<file path="src/hw/rtl/nfrt_weight.sv">
// ----------------------------------------------------------------------------
// nfrt_weight
// Weighted squared distance dx^2 + dy^2 + (2dz)^2 from the root. Squares are
// registered; the sum is formed in the following cycle.
// ----------------------------------------------------------------------------
module nfrt_weight #(
	parameter int COORD_BITS = 16
) (
	input  logic                        clk,
	input  logic signed [COORD_BITS-1:0] x,
	input  logic signed [COORD_BITS-1:0] y,
	input  logic signed [COORD_BITS-1:0] z,
	input  logic signed [COORD_BITS-1:0] rx,
	input  logic signed [COORD_BITS-1:0] ry,
	input  logic signed [COORD_BITS-1:0] rz,
	output logic [2*COORD_BITS+2:0]      weight
);

	localparam int C  = COORD_BITS;
	localparam int WB = 2 * C + 3;

	logic signed [C:0]       dx, dy, dz;
	logic signed [C+1:0]     dz2;
	logic signed [2*C+1:0]   sqx_s1, sqy_s1;
	logic signed [2*C+3:0]   sqz_s1;

	assign dx  = (C+1)'(x) - (C+1)'(rx);
	assign dy  = (C+1)'(y) - (C+1)'(ry);
	assign dz  = (C+1)'(z) - (C+1)'(rz);
	assign dz2 = {dz, 1'b0};

	always_ff @(posedge clk) begin
		sqx_s1 <= dx * dx;
		sqy_s1 <= dy * dy;
		sqz_s1 <= dz2 * dz2;
	end

	// all squares are non-negative and the sum fits in WB bits
	assign weight = {1'b0, sqx_s1} + {1'b0, sqy_s1} + sqz_s1[WB-1:0];

endmodule

</file>
<file path="config.mk">
export PLATFORM = sky130hd
export DESIGN_NAME = nfrt_weight
export DESIGN_NICKNAME = d
export VERILOG_FILES = /design/src/hw/rtl/nfrt_weight.sv
export SDC_FILE = /design/constraint.sdc
export NUM_CORES = 2
export LEC_CHECK = 0
export BUFFER_PORTS_ARGS = -buffer_cell sky130_fd_sc_hd__buf_2
export CORE_AREA = 2 2 201 400
export DETAILED_ROUTE_END_ITERATION = 6
export DIE_AREA = 0 0 203 402
export SYNTH_ARGS = -nofsm -noshare
export SYNTH_HDL_FRONTEND = slang
export SYNTH_SLANG_ARGS = --single-unit
</file>
<file path="constraint.sdc">
create_clock -name clk -period 13.2 [get_ports clk]
set_input_delay 1.32 -clock clk [delete_from_list [all_inputs] [get_ports clk]]
set_output_delay 1.32 -clock clk [all_outputs]
set_load 0.1 [all_outputs]
</file>
======== Yosys cells after proc, flatten, opt, wreduce, memory -nomap -nowiden ========
Index checks and enable logic that the tools add are counted.
word-level totals
  output and inout port bits .............. 35
  latch bits .............................. 0
  memories kept ........................... 0
  logic and storage cells ................. 11
  bits in registers ....................... 101
  bits in writable memories ............... 0
  ROM bits ................................ 0
  input bits .............................. 97
operators by class
  multiplexer cells ....................... 0
  $lt $le $gt $ge ......................... 0
  divide/modulo/power cells ............... 0
  shifts and indexed selects .............. 0
  multipliers ............................. 3
  eq/ne operators ......................... 0
  add/sub/neg operators ................... 5
  bitwise operators ....................... 0
  reductions and logical operators ........ 0
operators with widths
  operator        count
  $mul 17x17->34  2
  $sub 16x16->17  3
  $add 34x34->35  1
  $add 35x35->35  1
  $mul 17x17->33  1

======== Longest topological paths before layout ========
  word-level depth ........................ 2
  mapped depth ............................ 35
  mapped depth without buffers ............ 33

======== Least setup slack after synthesis ========
Ideal clock, no wire load.
  path kind ............................... input-to-reg
  start ................................... input port y[0]
  end ..................................... register sqy_s1[33]
  required time ........................... 13.078 ns
  cell stages on the path ................. 31
  arrival ................................. 9.206 ns
  slack ................................... 3.872 ns
  cell sequence ........................... inv_1 > ha_1 > fa_1 > nor2b_1 > o31a_1 > o211ai_2 > a21oi_1 > nor4_1 > o41a_1 > o21ai_0 > clkbuf_1 > a21oi_1 > fa_1 > inv_1 > fa_1 > inv_1 > fa_1 > fa_1 > fa_1 > inv_1 > fa_1 > inv_1 > ha_1 > and4_1 > nand2_1 > or3_1 > o221ai_1 > or4b_4 > a21oi_4 > nor4_1 > a311o_1
between the ends
  cells in the longest elaborated chain, start to end .. 2
RTL lines
  element               RTL line  source
  start, declared       11        input logic signed [COORD_BITS-1:0] y,
  $sub 16x16->17        28        assign dy = (C+1)'(y) - (C+1)'(ry);
  $mul 17x17->34        34        sqy_s1 <= dy * dy;
  end signal, assigned  34
  end, declared         24        logic signed [2*C+1:0] sqx_s1, sqy_s1;
Every way passes these cells.

======== Worst setup path after layout ========
Same ends and word-level chain as after synthesis.

==> metrics.md <==
| Metric | Value |
|---|---|
| Min-Delay Path Class | `in2reg` |
| IO buf count | `131` |
| FFs w/ async S/R, synth | `0` |
| XOR/XNOR share of the synthesized area | `0.0399` |
| Met3 Use GR | `0.0272` |
| Adder-cell share of the synthesized area | `0.584` |
| EDFF count, synth | `0` |
| RSZ-0062 raised after global routing | `false` |
| Worst Tran Pin Value | `1.28 ns` |
| Clk pin slew, worst setup/hold paths | `0.08 ns` |
| M2 GR Usage | `0.398` |
| TritonCTS buffer count | `9` |
| Crit path to | `sqy_s1[33]` |
| Core area | `0.0787 mm²` |
| GRT Max-Usage Layer | `met2` |
| Mapped Area | `0.0358 mm²` |
| Max clock buf depth | `2` |
| Post-synthesis compound-gate area fraction | `0.0943` |
| Critical Path RT | `13.48 ns` |
| Final Cycle Share | `0.730` |
| Routability congestion estimate | `0.903` |
| Top-Level Pins | `132` |
| WS Path Type | `in2reg` |
| Crit path capture type | `flip-flop` |
| Leading area contributor after synthesis | `fa_1` |
| Via density | `5.19` |
| Via count | `26200` |
| Number of max-cap violations | `0` |
| Row count | `146` |
| Top FF cell, synth | `dfxtp_1` |
| DP HPWL | `74.6 mm` |
| Post-Syn Nets | `5182` |
| Final setup fails | `0` |
| Total track usage | `0.228` |
| Largest net degree at the start of global routing | `23` |
| Final Max Slew Viols | `0` |
| Largest family of logic cells by synthesized area | `adder cells` |
| Total Nets Final | `5277` |
| Initial DRC Count | `1331` |
| Synth Instances | `3917` |
| Worst-path maximum fanout | `16` |
| Mux cell area share after synthesis | `0.00178` |
| Ys Warns | `0` |
| Vias in the first global route | `28800` |
| Global-route wire length before repair | `146 mm` |
| CTS tree | `built` |
| Tmin final | `9.63 ns` |
| Clock root buffer | `clkbuf_16` |
| Sequential share of the synthesized area | `0.0548` |
| Hold Crit Start | `ry[1]` |
| Final hold vios | `0` |
| DIE WIDTH | `203 µm` |
| Post-synth top area share | `0.469` |
| Status | `finished clean` |
| H-tree Lvls | `3` |
| Area grow syn2layout | `6.32%` |
| Die ar. | `0.0816 mm²` |
| Worst Setup SP | `y[0]` |
| Antenna violations before repair | `0` |
| Worst Path Arrival | `9.91 ns` |
| Met1 usage | `0.282` |
| Total Wirelength | `87.5 mm` |
| Postcts setup bufs | `0` |
| Starting Density | `0.455` |
| Slew HR | `0.137` |
| Max Clk Rate | `0.104 GHz` |
| Post-synthesis simple-gate area fraction | `0.106` |
| Flops & latches, synth | `98` |
| CTS hold repair buffers | `0` |
| DRC Markers | `0` |
| Grt ovf | `0` |
| Drt first pass iters | `7` |
| Setup_tns | `0 ns` |
| Chip Height | `402 µm` |
| Worst setup SP type | `primary input` |
| Layout cell share with drive strength beyond 1 | `0.0600` |
| ANT nets after route | `0` |
| Top post-synthesis cells by area | `fa_1 (47%), ha_1 (12%), inv_1 (11%)` |
| Post-CTS Resized | `0` |
| Ant. Diodes | `0` |
| Mean Syn Cell Area | `9.14 µm²` |
| Avg WL per Cell | `17.3 µm` |
| CTS Sinks | `98` |
| Netlist cell types | `84` |
| WHS Path Cells | `4` |
-- flip-flops by register name (all words and copies together), names as in the netlist --
signal and flops:
sqz_s1 32, sqy_s1 33, sqx_s1 33
-- area by class of cell --
cell class | instances | area, µm²
Multi-Input combinational cell | 2685 | 29600
Inverter | 1041 | 3910
Clock inverter | 7 | 77.6
Timing Repair Buffer | 177 | 1000
Tap cell | 1036 | 1300
Sequential cell | 98 | 1960
Clock buffer | 9 | 225
Fill cell | 7551 | 40700
-- cells in the final DEF, fill, tap and decap left out, drive strengths merged, types with 4 or more instances in the layout --
master / n
inv: 1038
fa: 838
ha: 330
nor2: 286
nand2: 285
buf: 177
a21oi: 132
xnor2: 119
dfxtp: 98
o21ai: 94
a21o: 63
nor3: 53
nand3: 44
xor2: 44
a31oi: 33
o21a: 30
and2: 29
nor2b: 27
nand2b: 26
o31ai: 23
or3: 22
and3: 22
a211oi: 20
o21bai: 16
o211ai: 15
or2: 12
nand4: 11
o31a: 9
clkbuf: 9
clkinv: 9
a2111oi: 9
o311ai: 9
o2111ai: 7
nand3b: 6
nor3b: 6
a21boi: 5
a211o: 5
nor4: 4
-- worst min path at each step --
stage | end | slack (ns)
floorplan | sqx_s1[0] | 1.66
global placement | sqy_s1[2] | 2.02
detailed placement | sqy_s1[2] | 2.02
CTS | sqy_s1[2] | 1.60
global route | sqy_s1[2] | 1.62
finish | sqy_s1[2] | 1.62
-- stage by stage --
step	worst slack [ns]	util	hold WS (ns)	area [µm²]	instances
6_report	3.57	0.483	1.62	38100	5053
2_1_floorplan	3.87	-	1.66	35800	3917
5_1_grt	3.02	0.483	1.62	38100	5053
3_3_place_gp	3.24	0.480	2.02	37800	5037
3_5_place_dp	3.18	0.480	2.02	37800	5037
4_1_cts	3.58	0.483	1.60	38100	5053
-- layer usage --
| metal | vias up | part of all wire | routed length, µm |
|---|---|---|---|
| li1 | 12100 | - | - |
| met1 | 13200 | 0.39 | 34500 |
| met2 | 677 | 0.51 | 44300 |
| met3 | 175 | 0.050 | 4340 |
| met4 | 0 | 0.050 | 4410 |
| met5 | - | 0 | 0 |
-- synth_stat cells, drive strengths merged, types with 4 or more instances --
library cell and instances:
a21boi 5, a211o 5, a21oi 132, clkinv 7, xor2 44, o2111ai 7, o21ai 94, a21o 63
nor2b 27, or2 12, nor3b 6, buf 10, o31ai 23, o211ai 15, a211oi 20, inv 1034
or3 22, nand2b 26, o31a 9, o21bai 16, o21a 30, nand4 11, clkbuf 83, ha 330
nand2 285, nor3 53, o311ai 9, nand3 44, dfxtp 98, and3 22, a31oi 33, nand3b 6
nor4 4, a2111oi 9, and2 29, nor2 286, xnor2 119, fa 838
-- cells by family after synthesis --
group / Yosys count
fa+ha+maj: 1168
simple gates: 844
xor+xnor: 163
buf+inv: 1134
flops: 98
compound gates: 503
other cells: 1
mux: 6
-- worst max-delay path, cell delays in order --
cell and delay, ns:
buf_2 0.07, inv_1 0.03, ha_1 0.21, fa_1 0.40, nor2b_1 0.15, o31a_1 0.20, o211ai_2 0.10, a21oi_1 0.26
nor4_1 0.11, o41a_1 0.43, o21a_1 0.40, o21ai_0 0.59, fa_1 0.49, inv_1 0.11, fa_1 0.59, fa_1 0.53
fa_1 0.57, fa_1 0.43, fa_1 0.44, ha_1 0.37, and4_1 0.25, nand2_1 0.06, or3_1 0.37, o221ai_1 0.32
or4b_4 0.54, a21oi_4 0.16, nor4_1 0.06, a311o_1 0.34
Power is left out: the tool's default activity adds up to more than one toggle a clock period on the data nets, which glitch-free logic cannot reach.
