==> src/hw/rtl/nfrt_ram.sv <==
// ----------------------------------------------------------------------------
// nfrt_ram
// Generic simple dual-port RAM: one write port, one read port with a
// registered read that holds its data while the read enable is low.
// ----------------------------------------------------------------------------
module nfrt_ram #(
	parameter int WIDTH = 8,
	parameter int DEPTH = 64
) (
	input  logic                     clk,
	input  logic                     we,
	input  logic [$clog2(DEPTH)-1:0] waddr,
	input  logic [WIDTH-1:0]         wdata,
	input  logic                     re,
	input  logic [$clog2(DEPTH)-1:0] raddr,
	output logic [WIDTH-1:0]         rdata
);

	logic [WIDTH-1:0] mem [DEPTH];

	always_ff @(posedge clk) begin
		if (we) begin
			mem[waddr] <= wdata;
		end
		if (re) begin
			rdata <= mem[raddr];
		end
	end

endmodule

==> config.mk <==
export PLATFORM = sky130hd
export DESIGN_NAME = nfrt_ram
export DESIGN_NICKNAME = d
export VERILOG_FILES = /design/src/hw/rtl/nfrt_ram.sv
export SDC_FILE = /design/constraint.sdc
export NUM_CORES = 1
export LEC_CHECK = 0
export ABC_AREA = 1
export ABC_CLOCK_PERIOD_IN_PS = 4400
export BUFFER_PORTS_ARGS = -buffer_cell sky130_fd_sc_hd__buf_2
export CAP_MARGIN = 25
export CORE_UTILIZATION = 50
export CTS_CLUSTER_DIAMETER = 40
export CTS_CLUSTER_SIZE = 28
export DETAILED_ROUTE_END_ITERATION = 10
export GPL_TIMING_DRIVEN = 0
export HOLD_SLACK_MARGIN = 0.08
export PLACE_DENSITY = 0.68
export SYNTH_ARGS = -nofsm -noshare
export SYNTH_HDL_FRONTEND = slang
export SYNTH_SLANG_ARGS = --single-unit
==> constraint.sdc <==
create_clock -name clk -period 4.4 [get_ports clk]
set_clock_uncertainty 0.2 [all_clocks]
set_input_delay 0.66 -clock clk [delete_from_list [all_inputs] [get_ports clk]]
set_output_delay 0.66 -clock clk [all_outputs]
set_load 0.005 [all_outputs]
Word-level counts from Yosys, hierarchy flattened
Memory sizes are Yosys's and may differ from the RTL's. A register that Yosys moved wholly into a read port is not among the register bits.
Cells that the tools add are included.
W data, S select, Z words.
Word-level totals
  bits in registers: 0
  bits in latches: 0
  bits in writable memories: 512
  ROM bits: 0
  output and inout bits: 8
  word-level logic and storage cells: 3
  bits of input ports: 23
  memories: 1
Memory list
  mem: words 64, width 8, read ports 1, clocked after Yosys merged registers in 1, write ports 1, RTL line 19  | logic [WIDTH-1:0] mem [DEPTH];
Cells by class
  mux-type cells: 2
  div/mod/pow operators: 0
  multiply operators: 0
  order comparisons: 0
  equality and inequality tests: 0
  $add $sub $neg: 0
  shift-type cells: 0
  bitwise operators: 0
  reduce and logical (&&, ||, !) cells: 0
Operator list (count)
  $mux W1: 2

Longest topological paths before layout
Gate-level depths: netlist of the first run.
  depth after elaboration: 2
  mapped depth: 12
  mapped depth without buffers: 9

Worst setup path before layout of the first run
No wires, ideal clock.
  kind: input to register
  from: input port we
  to: memory mem[48][0] (enable)
  setup time: 0.395 ns
  data arrival time: 2.031 ns
  stages: 3
  path buffers: 1
  required time: 3.805 ns
  setup slack: 1.774 ns
  cell sequence: clkbuf_1 > nand4_1 > nor4_1
On the way
  word-level cells in the longest chain between the ends: 2
RTL lines
  from (decl): RTL line 11  | input logic we,
  $mux W1: RTL line 22  | if (we) begin
  $mux W1 (implied by the code): RTL line 23  | mem[waddr] <= wdata;
  to (decl): RTL line 19
No other way between the ends.

Final worst setup path of the first run
  from: input port waddr[0]
  to: memory mem[36][0] (enable)
RTL lines
  from (decl): RTL line 12  | input logic [$clog2(DEPTH)-1:0] waddr,
No word-level cell before the write port.

==> results of run 1 <==
flip-flops by register name (all words and copies together), names as in the netlist:
register and count:
rdata 8, mem 512
per-stage QoR:
stage	util [%]	total power [W]	cell area (um2)	instances
floorplan	-	0.00599	21400	1805
global placement	52.7	0.00631	22200	2366
detailed placement	53.3	0.00634	22500	2381
CTS	58.9	0.0120	24800	2502
global route	59.0	0.0123	24900	2506
finish	59.0	0.0120	24900	2506
where the power goes:
group / internal [W] / leakage, nW / switching (W) / total (W)
clock network: 0.00354 / 1.15 / 0.00220 / 0.00574
registers: 0.00549 / 4.69 / 0.00000913 / 0.00550
logic: 0.000199 / 3.26 / 0.000549 / 0.000747
critical path, stage by stage:
cell	delay, ns
clkbuf_1	0.22
inv_1	0.31
nand4_1	0.72
nor2_1	1.06
cells in the final DEF (no fill, tap or decap):
cell and count:
nand2_1 648, edfxtp_1 520, nand3_1 439, clkbuf_16 71, buf_2 59, nor2_1 56, buf_6 35, buf_4 24
clkbuf_1 22, inv_1 10, buf_1 10, nand4_1 9, bufinv_16 9, inv_6 8, nor4_2 8, buf_12 8
clkinv_2 7, inv_8 6, clkinv_1 5, clkinv_4 4, buf_8 2, clkinvlp_4 2, clkinv_8 2, diode_2 1
inv_2 1, inv_16 1
routing by layer:
layer / global-route usage [%] / up-vias / wire [um]
met2: 45.9 / 896 / 29200
met4: 14.0 / 0 / 2680
met5: 0 / - / 0
li1: - / 6604 / -
met1: 38.8 / 7178 / 23900
met3: 4.85 / 151 / 6180
final timing paths:
check                               to  slack [ns]  cells after the start
setup reg to reg    rdata[1]$_DFFE_PP_        2.59                      8
hold reg to reg     rdata[0]$_DFFE_PP_        0.79                      8
setup / recovery  mem[36][0]$_DFFE_PP_        1.42                      4
hold / removal      rdata[6]$_DFFE_PP_        0.22                      1
area by class of cell:
| type | instances | area (um2) | area share, % |
|---|---|---|---|
| well taps | 539 | 674 | 2.71 |
| diodes | 1 | 2.50 | 0.0101 |
| inverters | 12 | 50.0 | 0.201 |
| clock inverters | 43 | 556 | 2.24 |
| flip-flops and latches | 520 | 15600 | 62.8 |
| multi-input cells | 1160 | 5000 | 20.1 |
| clock buffers | 78 | 1800 | 7.26 |
| repair buffers | 40 | 345 | 1.39 |
| plain buffers | 113 | 808 | 3.25 |
logic make-up after synthesis:
group                  count (synthesis)  share of synthesized area [%]
buffers and inverters                125                           4.01
DFF                                  520                           72.9
and+or+nand+nor                     1160                           23.1
==> impl_results.md, run 1 <==
- Worst R2R Start: mem[27][1]$_DFFE_PP_
- DIE AREA: 0.0437 mm2
- Total GRT Usage: 28.9%
- Register area share after synthesis: 72.9%
- Post-route DRC: 0
- CP max FO: 9
- Clock root buffer: clkbuf_16
- HP Class: primary input to flip-flop
- Initial core utilization: 50.8%
- Top Ports: 31
- Final setup margin: 1.42 ns
- Hold wc startpoint: re
- Vias per cell: 5.92
- Area leader, netlist: edfxtp_1
- Clock transition at path regs: 0.06 ns
- Fin Hold WS: 0.216 ns
- Fill cell count: 3345
- Area contributors post-synth: edfxtp_1, nand2_1, nand3_1
- Clock Path Buffers: 3
- Minimum clock period: 2.98 ns
- Core Footprint: 0.0421 mm2
- Pwr Density: 482 mW/mm2
- Status: finished clean
- Initial antenna violation count: 1
- Gr ovfl total: 0
- Fraction of registers with async set/reset: 0%
- Final setup violation count: 0
- Layout Nets: 1936
- Post-cts sizing count: 0
- First-pass GRT wire length: 90.6 mm
- Arrival time worst endpoint: 2.98 ns
- Start point of the critical path: waddr[0]
- Worst-skew pair later-pin latency: 0.60 ns
- CTS Sinks: 520
- CTS Buf Count: 66
- Setup Crit Path Kind: primary input to flip-flop
- WL per Instance: 24.7 um
- Hold Buf Count CTS: 0
- Slew @ Worst Pin: 1.05 ns
- Maxcap violations: 0
- Tcrit/Tclk final: 67.6%
- Layout area overhead: 16.0%
- Dpl ws: 0.991 ns
- Post-Route WL: 61.9 mm
- PortBufs: 22
- Startpoint types: primary input
- # rows: 75
- DR pass1 iterations: 7
- Setup TNS: 0 ns
- EDFF count, synth: 520
- Vias post-DR: 14829
- Number of synthesized register bits: 520
- Synth Warn #: 0
- Worst VDD drop: 0.637 mV
- Leak: 9.10 nW
- Die extent in x: 209 um
- Fmax: 336 MHz
- TritonCTS clock tree: built
- Most common cell in the netlist: nand2_1
- Max-slew violations: 0
- Largest net degree at the start of global routing: 47
- Height of the die: 209 um
- Relative slew slack: 29.8%
- Top_reg_cell synth: edfxtp_1
- Mapped Cells: 1805
- Mapped Nets: 1828
- Vias in the first global route: 14065
- Critical path capture point type: flip-flop
- Req. time, crit path: 4.40 ns
- Post-CTS Setup Bufs: 0
- Detailed Place HPWL: 42.0 mm
- Share of layout cells above drive strength 1: 12.6%
- RSZ-0062 raised after global routing: no
- Placer Congestion: 0.967
- Yosys top cell area share: 72.9%
- Post-Syn Area: 0.0214 mm2
- DRT antenna net count: 0
- Synth cell types: 15
- Drt first-iter violations: 1937
- Top post-synthesis cells by count: nand2_1, edfxtp_1, nand3_1, nor2_1, buf_2
- Syn Area/Cell: 11.9 um2
- H-Tree Depth: 3
- Fin. Hold Viols: 0
(Power assumes the default switching activity.)
==> run 2, diff against run 1 <==
--- a/config.mk
+++ b/config.mk
@@ -6,7 +6,7 @@
 export NUM_CORES = 1
 export LEC_CHECK = 0
 export ABC_AREA = 1
-export ABC_CLOCK_PERIOD_IN_PS = 4400
+export ABC_CLOCK_PERIOD_IN_PS = 2700
 export BUFFER_PORTS_ARGS = -buffer_cell sky130_fd_sc_hd__buf_2
 export CAP_MARGIN = 25
 export CORE_UTILIZATION = 50
@@ -15,7 +15,7 @@
 export DETAILED_ROUTE_END_ITERATION = 10
 export GPL_TIMING_DRIVEN = 0
 export HOLD_SLACK_MARGIN = 0.08
-export PLACE_DENSITY = 0.68
+export PLACE_DENSITY = 0.7
 export SYNTH_ARGS = -nofsm -noshare
 export SYNTH_HDL_FRONTEND = slang
 export SYNTH_SLANG_ARGS = --single-unit
==> constraint.sdc (replaced) <==
create_clock -name clk -period 2.7 [get_ports clk]
set_clock_uncertainty 0.2 [all_clocks]
set_input_delay 0.405 -clock clk [delete_from_list [all_inputs] [get_ports clk]]
set_output_delay 0.405 -clock clk [all_outputs]
set_load 0.005 [all_outputs]
==> run 2 against run 1 <==
Final cell count fell by 0.28%. Largest power group is now registers. Clock power up 45%. Non-clock buffer count unchanged. Highest routed layer is now met5. The run now ends with design-rule violations left. Count of clock-buffer cells in the layout fell by 15. First-iteration DRC count up 15%. Critical path type unchanged.
==> impl_results.md, run 2 (synthesis gave the netlist of run 1 again) <==
- Placer Congestion: 0.990 (was 0.967)
- Setup TNS: 0 ns (unchanged)
- FF/Latch Area: 0.0156 mm2 (unchanged)
- Hold-critical path depth: 1 (unchanged)
- WL per Instance: 24.4 um (was 24.7 um)
- Largest net degree at the start of global routing: 48 (was 47)
- Core Footprint: 0.0421 mm2 (unchanged)
- Initial core utilization: 50.8% (unchanged)
- Vias in the first global route: 14007 (was 14065)
- Area of the multi-input gates: 0.00500 mm2 (unchanged)
- PortBufs: 22 (unchanged)
- Startpoint types: primary input (unchanged)
- Layout area overhead: 14.7% (was 16.0%)
- Worst VDD drop: 0.464 mV (was 0.637 mV)
- Initial antenna violation count: 3 (was 1)
- Share of layout cells above drive strength 1: 12.3% (was 12.6%)
- Final Util: 58.3% (was 59.0%)
- Req. time, crit path: 2.74 ns (was 4.40 ns)
- Fin area: 0.0246 mm2 (was 0.0249 mm2)
- Most common cell after layout, fill and taps aside: nand2_1 (unchanged)
- Gr ovfl total: 0 (unchanged)
- Arrival time worst endpoint: 2.52 ns (was 2.98 ns)
- Fin. Hold Viols: 0 (unchanged)
- H-Tree Depth: 2 (was 3)
- Post-cts sizing count: 0 (unchanged)
- Placed instance area: 0.0225 mm2 (about the same)
- Worst-skew pair later-pin latency: 0.63 ns (was 0.60 ns)
- Family with the most delay on the worst path: simple AND/OR/NAND/NOR gates (unchanged)
- Max-slew violations: 0 (unchanged)
- DIE AREA: 0.0437 mm2 (unchanged)
- Detailed Place HPWL: 41.8 mm (was 42.0 mm)
- Crit-path slowest cell: nor2_1 (unchanged)
- Post-Route WL: 61.0 mm (was 61.9 mm)
- Pwr Total: 0.0185 W (was 0.0120 W)
- Layout Nets: 1929 (was 1936)
- Tcrit/Tclk final: 91.9%
- Vias post-DR: 14823 (was 14829)
- Die extent in x: 209 um (unchanged)
- Relative slew slack: 32.1% (was 29.8%)
- Post-route DRC: 2 (was 0)
- Height of the die: 209 um (unchanged)
- Final setup violation count: 0 (unchanged)
- DR pass1 iterations: 11 (was 7)
- Post-CTS Setup Bufs: 0 (unchanged)
- Failing checks: design-rule violations
- Clock root buffer: clkbuf_16 (unchanged)
- TritonCTS clock tree: built (unchanged)
- Status: finished with violations (was finished clean)
- Critical path capture point type: flip-flop (unchanged)
- Largest reg by FF count: mem (unchanged)
- Top Ports: 31 (unchanged)
- Layout Cells excl Fill: 2499 (was 2506)
- Largest register FFs: 512 (unchanged)
- Drt first-iter violations: 2222 (was 1937)
- Maxcap violations: 0 (unchanged)
- Fill cell count: 3331 (was 3345)
- Clock Path Buffers: 3 (unchanged)
- Minimum clock period: 2.48 ns
- Vias per cell: 5.93 (was 5.92)
- Crit. path cell count: 4 (unchanged)
- Clock transition at path regs: 0.06 ns (about the same)
- Commonest non-fill, non-tap cells in the layout: nand2_1, edfxtp_1, nand3_1 (unchanged)
- Cells along the critical path: clkbuf_1 > inv_1 > nand4_1 > nor2_1 (unchanged)
- DP Cell Count: 2382 (was 2381)
- First-pass GRT wire length: 90.1 mm (was 90.6 mm)
- Setup Crit Path Kind: primary input to flip-flop (unchanged)
- HP Class: primary input to flip-flop (unchanged)
- Max stage delay on crit path: 0.96 ns (was 1.06 ns)
- Total GRT Usage: 28.4% (was 28.9%)
- Biggest registers after layout: mem: 512 flops, rdata: 8 flops (unchanged)
- Slew @ Worst Pin: 1.01 ns (was 1.05 ns)
- Worst path bufs/invs: 2 (unchanged)
- Leak: 8.95 nW (was 9.10 nW)
- RSZ-0062 raised after global routing: no (unchanged)
- CTS Sinks: 520 (unchanged)
- FF-to-FF path depth: 8 (unchanged)
- CTS Buf Count: 59 (was 66)
- # rows: 75 (unchanged)
- DRT antenna net count: 0 (unchanged)
- Pwr Density: 753 mW/mm2 (was 482 mW/mm2)
- CP max FO: 9 (unchanged)
- Fmax: 403 MHz
## run 2: cell count changes in the layout (fill, tap and decap cells not counted), moves of 2 or more
cell,change
inv_8,+2
clkbuf_1,-4
bufinv_16,-4
inv_6,+3
clkinv_8,+3
clkinv_4,+2
clkinv_2,-2
clkinvlp_4,+2
dlygate4sd3_1,+2
clkbuf_16,-11
diode_2,+2
buf_4,-2
## run 2: what timing repair did
item                                    CTS  global route
hold buffers                              2             0
endpoints found under the setup margin    0             0
endpoints found under the hold margin    25             0
## run 2: final timing paths
kind / startpoint / end / slack [ns]
max: waddr[0] / mem[6][7]$_DFFE_PP_ / 0.22
min: wdata[5] / mem[24][5]$_DFFE_PP_ / 0.11
max reg2reg: mem[52][6]$_DFFE_PP_ / rdata[6]$_DFFE_PP_ / 0.90
min reg2reg: mem[30][6]$_DFFE_PP_ / rdata[6]$_DFFE_PP_ / 0.80
## run 2: layout make-up
class	count	area share, %
Antenna cell	3	0.0306
Clock buffer	63	6.16
Inverter	12	0.204
Sequential cell	520	63.6
Timing Repair Buffer	40	1.43
Clock inverter	49	2.25
Buffer	113	3.29
Multi-Input combinational cell	1160	20.3
Tap cell	539	2.75
## run 2: worst reg2reg max path: stages (launching register included)
cell,delay (ns)
edfxtp_1,0.37
nand2_1,0.08
nand3_1,0.12
nand3_1,0.17
nand2_1,0.07
nand2_1,0.06
nand3_1,0.12
nand3_1,0.20
nand2_1,0.14
## run 2: layer usage
metal	GRT usage, %	routed length (um)	up-vias
met1	40.3	24300	7104
met4	11.9	2520	2
li1	-	-	6593
met3	6.37	6870	176
met5	0	13	-
met2	42.5	27200	948
## run 2: report_power, final
group,switching (W),internal (W),leakage (nW),total (W)
Combinational,0.000882,0.000326,3.26,0.00121
Sequential,0.0000157,0.00895,4.69,0.00896
Clock,0.00361,0.00471,1.00,0.00832
## run 2: stage by stage
step | worst slack [ns] | hold WS, ns
floorplan | 0.329 | 0.304
detailed placement | -0.244 | 0.600
CTS | 0.380 | 0.0976
finish | 0.219 | 0.109
global placement | -0.749 | 0.602
global route | 0.234 | 0.108
